$ cat src/hdl/rabm_pkg.sv
// Shared types and constants for the req/ack bus master.
package rabm_pkg;

    localparam int WORD_W  = 32;
    localparam int LIMIT_W = 8;

    localparam logic [LIMIT_W-1:0] STROBE_LIMIT_RST = LIMIT_W'(16);

    localparam logic [1:0] MODE_SAMPLE = 2'd0;
    localparam logic [1:0] MODE_READ   = 2'd1;
    localparam logic [1:0] MODE_WRITE  = 2'd2;

    typedef enum logic [1:0] {
        PH_IDLE     = 2'd0,
        PH_TRANSFER = 2'd1,
        PH_FINAL    = 2'd2
    } phase_t;

    typedef struct packed {
        logic              complete;
        logic [WORD_W-1:0] read_data;
        logic              bus_error;
        logic [WORD_W-1:0] bus_address;
        logic              bus_rw;
        logic              bus_req;
        logic [WORD_W-1:0] bus_data_out;
    } result_t;

endpackage

$ cat src/hdl/rabm_out_buf.sv
// Result register with a skid stage, so a new transaction is taken while one waits.
module rabm_out_buf import rabm_pkg::*; (
    input  logic    aclk,
    input  logic    aresetn,
    input  logic    in_valid,
    output logic    in_ready,
    input  result_t in_data,
    output logic    out_valid,
    input  logic    out_ready,
    output result_t out_data
);

    logic    out_valid_reg;
    logic    skid_valid_reg;
    result_t out_data_reg;
    result_t skid_data_reg;
    logic    in_acc;
    logic    out_load;

    assign in_ready  = !skid_valid_reg;
    assign in_acc    = in_valid && in_ready;
    assign out_load  = !out_valid_reg || out_ready;
    assign out_valid = out_valid_reg;
    assign out_data  = out_data_reg;

    always_ff @(posedge aclk) begin
        if (!aresetn) begin
            out_valid_reg  <= 1'b0;
            skid_valid_reg <= 1'b0;
        end else begin
            if (out_load) begin
                if (skid_valid_reg) begin
                    out_valid_reg  <= 1'b1;
                    skid_valid_reg <= 1'b0;
                end else begin
                    out_valid_reg <= in_acc;
                end
            end else if (in_acc) begin
                skid_valid_reg <= 1'b1;
            end
        end
    end

    always_ff @(posedge aclk) begin
        if (out_load) begin
            if (skid_valid_reg) begin
                out_data_reg <= skid_data_reg;
            end else if (in_acc) begin
                out_data_reg <= in_data;
            end
        end else if (in_acc) begin
            skid_data_reg <= in_data;
        end
    end

endmodule

$ cat src/hdl/req_ack_bus_master.sv
// Top level: four-phase req/ack bus master with strobe timeout.
//
//  channel  | dir | handshake             | contents
//  ---------+-----+-----------------------+------------------------------------------
//  cfg      | in  | cfg_valid / cfg_ready | cfg_data: strobe limit
//  s_       | in  | s_valid / s_ready     | mode, address, write data, ack, bus data
//  m_       | out | m_valid / m_ready     | complete, read data, error, bus drive
//
// One transaction per clock while s_ready is high: the controller state advances at the
// accepting edge and the result is registered in the same cycle, in the skid stage if stalled.
// A skid stage behind the result register keeps s_ready high while one result waits.
// s_ready falls only when both result stages are full.
// Reset (aresetn low, synchronous) clears all control state; strobe limit returns to 16.
module req_ack_bus_master import rabm_pkg::*; (
    input  logic               aclk,
    input  logic               aresetn,
    input  logic               cfg_valid,
    output logic               cfg_ready,
    input  logic [LIMIT_W-1:0] cfg_data,
    input  logic               s_valid,
    output logic               s_ready,
    input  logic [1:0]         s_mode,
    input  logic [WORD_W-1:0]  s_address,
    input  logic [WORD_W-1:0]  s_write_data,
    input  logic               s_ack_in,
    input  logic [WORD_W-1:0]  s_bus_data_in,
    output logic               m_valid,
    input  logic               m_ready,
    output logic               m_complete,
    output logic [WORD_W-1:0]  m_read_data,
    output logic               m_bus_error,
    output logic [WORD_W-1:0]  m_bus_address,
    output logic               m_bus_rw,
    output logic               m_bus_req,
    output logic [WORD_W-1:0]  m_bus_data_out
);

    logic [LIMIT_W-1:0] strobe_limit_reg;

    phase_t             phase_reg,     phase_next;
    logic [LIMIT_W-1:0] countdown_reg, countdown_next;
    logic [WORD_W-1:0]  captured_reg,  captured_next;
    logic [WORD_W-1:0]  address_reg,   address_next;
    logic [WORD_W-1:0]  data_reg,      data_next;
    logic               dir_reg,       dir_next;
    logic               req_reg,       req_next;
    logic               ack_reg,       ack_next;

    result_t res;
    result_t m_res;
    logic    s_acc;
    logic    active;
    logic    is_write;
    logic    complete;
    logic    bus_error;
    logic [WORD_W-1:0]  rdata;
    logic [LIMIT_W-1:0] cd_dec;

    assign cfg_ready = 1'b1;
    assign s_acc     = s_valid && s_ready;

    always_ff @(posedge aclk) begin
        if (!aresetn) begin
            strobe_limit_reg <= STROBE_LIMIT_RST;
        end else if (cfg_valid && cfg_ready) begin
            strobe_limit_reg <= cfg_data;
        end
    end

    always_comb begin
        active         = (s_mode == MODE_READ) || (s_mode == MODE_WRITE);
        is_write       = (s_mode == MODE_WRITE);
        cd_dec         = countdown_reg - LIMIT_W'(1);
        phase_next     = phase_reg;
        countdown_next = countdown_reg;
        captured_next  = captured_reg;
        address_next   = address_reg;
        data_next      = data_reg;
        dir_next       = dir_reg;
        req_next       = req_reg;
        complete       = 1'b0;
        bus_error      = 1'b0;
        rdata          = '0;
        if (active) begin
            case (phase_reg)
                PH_TRANSFER: begin
                    if (req_reg && ack_reg) begin
                        if (!is_write) begin
                            captured_next = data_reg;
                        end
                        req_next   = 1'b0;
                        phase_next = PH_FINAL;
                    end else begin
                        countdown_next = cd_dec;
                        if (cd_dec == '0) begin
                            phase_next = PH_FINAL;
                        end
                    end
                end
                PH_FINAL: begin
                    if ((!req_reg && !ack_reg) || countdown_reg == '0) begin
                        phase_next     = PH_IDLE;
                        complete       = 1'b1;
                        countdown_next = '0;
                        if (!is_write) begin
                            rdata         = captured_reg;
                            captured_next = '0;
                        end
                    end
                end
                default: begin
                    if (!req_reg && !ack_reg) begin
                        countdown_next = strobe_limit_reg;
                        address_next   = s_address;
                        if (is_write) begin
                            data_next = s_write_data;
                        end
                        dir_next   = is_write;
                        req_next   = 1'b1;
                        phase_next = PH_TRANSFER;
                    end else begin
                        bus_error  = 1'b1;
                        req_next   = 1'b0;
                        phase_next = PH_IDLE;
                    end
                end
            endcase
        end
        // bus sampled for the next transaction
        ack_next = s_ack_in;
        if (!dir_next) begin
            data_next = s_bus_data_in;
        end

        res.complete     = complete;
        res.read_data    = rdata;
        res.bus_error    = bus_error;
        res.bus_address  = address_next;
        res.bus_rw       = dir_next;
        res.bus_req      = req_next;
        res.bus_data_out = dir_next ? data_next : '0;
    end

    always_ff @(posedge aclk) begin
        if (!aresetn) begin
            phase_reg     <= PH_IDLE;
            countdown_reg <= '0;
            captured_reg  <= '0;
            address_reg   <= '0;
            data_reg      <= '0;
            dir_reg       <= 1'b0;
            req_reg       <= 1'b0;
            ack_reg       <= 1'b0;
        end else if (s_acc) begin
            phase_reg     <= phase_next;
            countdown_reg <= countdown_next;
            captured_reg  <= captured_next;
            address_reg   <= address_next;
            data_reg      <= data_next;
            dir_reg       <= dir_next;
            req_reg       <= req_next;
            ack_reg       <= ack_next;
        end
    end

    rabm_out_buf u_out_buf (
        .aclk      (aclk),
        .aresetn   (aresetn),
        .in_valid  (s_valid),
        .in_ready  (s_ready),
        .in_data   (res),
        .out_valid (m_valid),
        .out_ready (m_ready),
        .out_data  (m_res)
    );

    assign m_complete     = m_res.complete;
    assign m_read_data    = m_res.read_data;
    assign m_bus_error    = m_res.bus_error;
    assign m_bus_address  = m_res.bus_address;
    assign m_bus_rw       = m_res.bus_rw;
    assign m_bus_req      = m_res.bus_req;
    assign m_bus_data_out = m_res.bus_data_out;

endmodule

$ cat config.mk
export PLATFORM = sky130hd
export DESIGN_NAME = req_ack_bus_master
export DESIGN_NICKNAME = d
export VERILOG_FILES = /design/src/hdl/rabm_pkg.sv /design/src/hdl/rabm_out_buf.sv /design/src/hdl/req_ack_bus_master.sv
export SDC_FILE = /design/constraint.sdc
export NUM_CORES = 1
export LEC_CHECK = 0
export ABC_AREA = 1
export BUFFER_PORTS_ARGS = -buffer_cell sky130_fd_sc_hd__buf_2
export CORE_MARGIN = 5
export CORE_UTILIZATION = 57
export DETAILED_ROUTE_END_ITERATION = 8
export PLACE_DENSITY = 0.88
export SYNTH_ARGS = -nofsm -noshare
export SYNTH_HDL_FRONTEND = slang
export SYNTH_SLANG_ARGS = --single-unit
$ cat constraint.sdc
create_clock -name aclk -period 7.8 [get_ports aclk]
set_input_delay 0.39 -clock aclk [delete_from_list [all_inputs] [get_ports aclk]]
set_output_delay 0.39 -clock aclk [all_outputs]
set_load 0.02 [all_outputs]
==> metrics.csv <==
metric,value,unit
die width,164,um
path type of the worst min-delay path,in2reg,
TNS Setup,0,ns
number of global-route vias before repair,9856,
drt initial violations,1418,
Syn Inst Count,1407,
internal power,0.00301,W
drt pass-1 iters,7,
clk sinks,319,
initial core utilization,57.9,%
Switching Fraction,25.6,%
Mapped Nets,1525,
fin crit share,47.2,%
Routed Wire Length,32200,um
Final nets,1696,
Clock transition at path regs,0.06,ns
crit path DAT,4.04,ns
YS warnings,0,
Startpoint Class,register,
Antenna Violating Nets Remaining,0,
Worst setup EP type,register,
Compound-Gate Fraction of Synth Area,14.3,%
register area share after synthesis,61.7,%
core area,0.0235,sq mm
fin area,0.0158,sq mm
Highest Signal Layer,met4,
I/O pin total,215,
maximum vdd drop,0.165,mV
sequential share of power,48.5,%
row count,56,
Post-Synth Adder-Cell Area,0.552,%
DP HPWL,20500,um
unrepaired setup endpoints after global routing,false,
met1 wire length,13700,um
largest net degree at the start of global routing,111,
CTS tree,built,
Remaining DRCs,0,
GR Util All Layers,23.6,%
Post-DP Area,0.0147,sq mm
initial antenna violation count,0,
clock network fraction of total power,38.9,%
post-CTS setup buffers,0,
Max Cap Viol,0,
Skew-Pair Late Insertion Delay,0.50,ns
Area Overhead vs Synth,16.4,%
H-Tree Level Count,2,
unique cell type count in the Yosys netlist,37,
pwr/cell area,256,mW/mm^2
routability congestion estimate,0.879,
Buffers on Ports,213,
CTS buffer count,34,
routed wire length on met2,14500,um
actual slew at the worst max-slew pin,1.23,ns
Design Power,0.00405,W
Net Switching,0.00104,W
Vias,10400,
met3 wire len,3180,um
Via density,5.41,
Worst Path Required,8.16,ns
xor and xnor area share after synthesis,0.0645,%
Final min period,3.68,ns
outcome,completed,
Netlist Area Pre-Place,0.0136,sq mm
Crit Path Class,reg2reg,
first-pass GRT wire length,51200,um
DR WL/cell,16.8,um
Worst slew margin,17.7,%
fmax,272,MHz
post-synthesis mux area share,0,%
placed insts,1860,
Root Driver,clkbuf_16,
Fillers,1741,
"Hold Violations, Final",0,
R2R setup slack,4.12,ns
skew final,0.0217,ns
syn avg cell area,9.66,sq um
Comb pwr share,12.6,%
Die ar.,0.0270,sq mm
Non-Filler Instances,1921,
Clock Tree Buf Depth,3,
GRT overflow,0,
synthesized flop and latch total,319,
final setup vio count,0,
ant diodes,0,
Die H,164,um
max-slew violations,0,
Post-CTS Hold Buffers,0,
Leakage,7.07,nW
share of cells above drive strength 1,20.9,%
Post-Synth Simple-Gate Area,14.9,%
Post-CTS Resized,0,
largest family of logic cells by synthesized area,simple AND/OR/NAND/NOR gates,
worst-path maximum fanout,66,
==> final cells by class <==
type                            instances  area (sq um)  area share (%)
Clock buffer                           52          1030            6.52
Clock inverter                          8          71.3           0.451
Inverter                              183           689            4.36
Multi-Input combinational cell        819          4090            25.9
Sequential cell                       319          8390            53.1
Tap cell                              319           399            2.52
Timing Repair Buffer                  221          1140            7.20
==> metrics by stage <==
step	setup WS (ns)	util, %	hold slack, ns
floorplan	2.10	-	0.434
global placement	4.13	62.6	0.449
detailed placement	4.08	62.6	0.456
CTS	4.13	67.3	0.112
global route	3.82	67.4	0.127
finish	4.12	67.4	0.120
==> synthesized netlist by cell type (all sizes together) <==
cell type | count | area [sq um]
or2 | 17 | 106
clkbuf | 51 | 199
clkinv | 1 | 3.75
conb | 1 | 3.75
o22ai | 3 | 18.8
nor2 | 60 | 240
nand3 | 71 | 355
ha | 6 | 75.1
buf | 35 | 251
a31oi | 34 | 213
nand4 | 14 | 87.6
dfxtp | 119 | 2380
nand2 | 316 | 1200
edfxtp | 200 | 6010
o21ai | 181 | 962
o211ai | 29 | 343
nor3 | 4 | 30.0
a21oi | 80 | 400
o21bai | 1 | 7.51
and2 | 1 | 6.26
inv | 182 | 686
xnor2 | 1 | 8.76
==> cells in the final DEF (no fill, tap or decap), types with 54 or more instances in the layout <==
master / instances
nand2_1: 313
buf_2: 213
edfxtp_1: 200
inv_1: 173
dfxtp_1: 118
o21ai_0: 101
a21oi_1: 80
nand3_1: 71
o21ai_1: 65
nor2_1: 54
==> final timing paths <==
kind                    from  cells past startpoint                   to
max             phase_reg[0]                     12          data_reg[6]
min              cfg_data[0]                      3  strobe_limit_reg[0]
max reg2reg     phase_reg[0]                     12          data_reg[6]
min reg2reg  captured_reg[2]                      2      captured_reg[2]
==> cells by family (layout without fill, tap and decap cells) <==
| group | Yosys count | in the layout |
|---|---|---|
| AND/OR/NAND/NOR | 483 | 483 |
| adder cells (fa/ha/maj) | 6 | 6 |
| AO/OA/AOI/OAI | 328 | 328 |
| buffers and inverters | 269 | 464 |
| flip-flops | 319 | 319 |
| XOR/XNOR | 1 | 1 |
| other | 1 | 1 |
==> power by group through the flow <==
stage          Clock (W)  Sequential [W]  Combinational (W)
2_1_floorplan          0         0.00205           0.000309
3_3_place_gp           0         0.00199           0.000492
3_5_place_dp           0         0.00199           0.000506
4_1_cts          0.00160         0.00196           0.000510
5_1_grt          0.00167         0.00197           0.000570
6_report         0.00157         0.00196           0.000511
==> layer usage <==
layer	vias up	GRT usage (%)
met2	504	35.0
met4	0	6.96
met3	63	4.62
met1	4759	35.6
li1	5063	-
met5	-	0
==> worst max-delay path: stages (launching register included) <==
cell     delay (ns)
dfxtp_1        0.35
inv_1          0.05
ha_1           0.38
inv_2          0.12
nor2_2         0.11
inv_2          0.07
nor2_4         0.07
buf_4          0.59
nand2_4        0.56
nand2_4        0.65
inv_4          0.29
nand2_1        0.17
a31oi_1        0.10
Power figures use the tool's default switching activity.
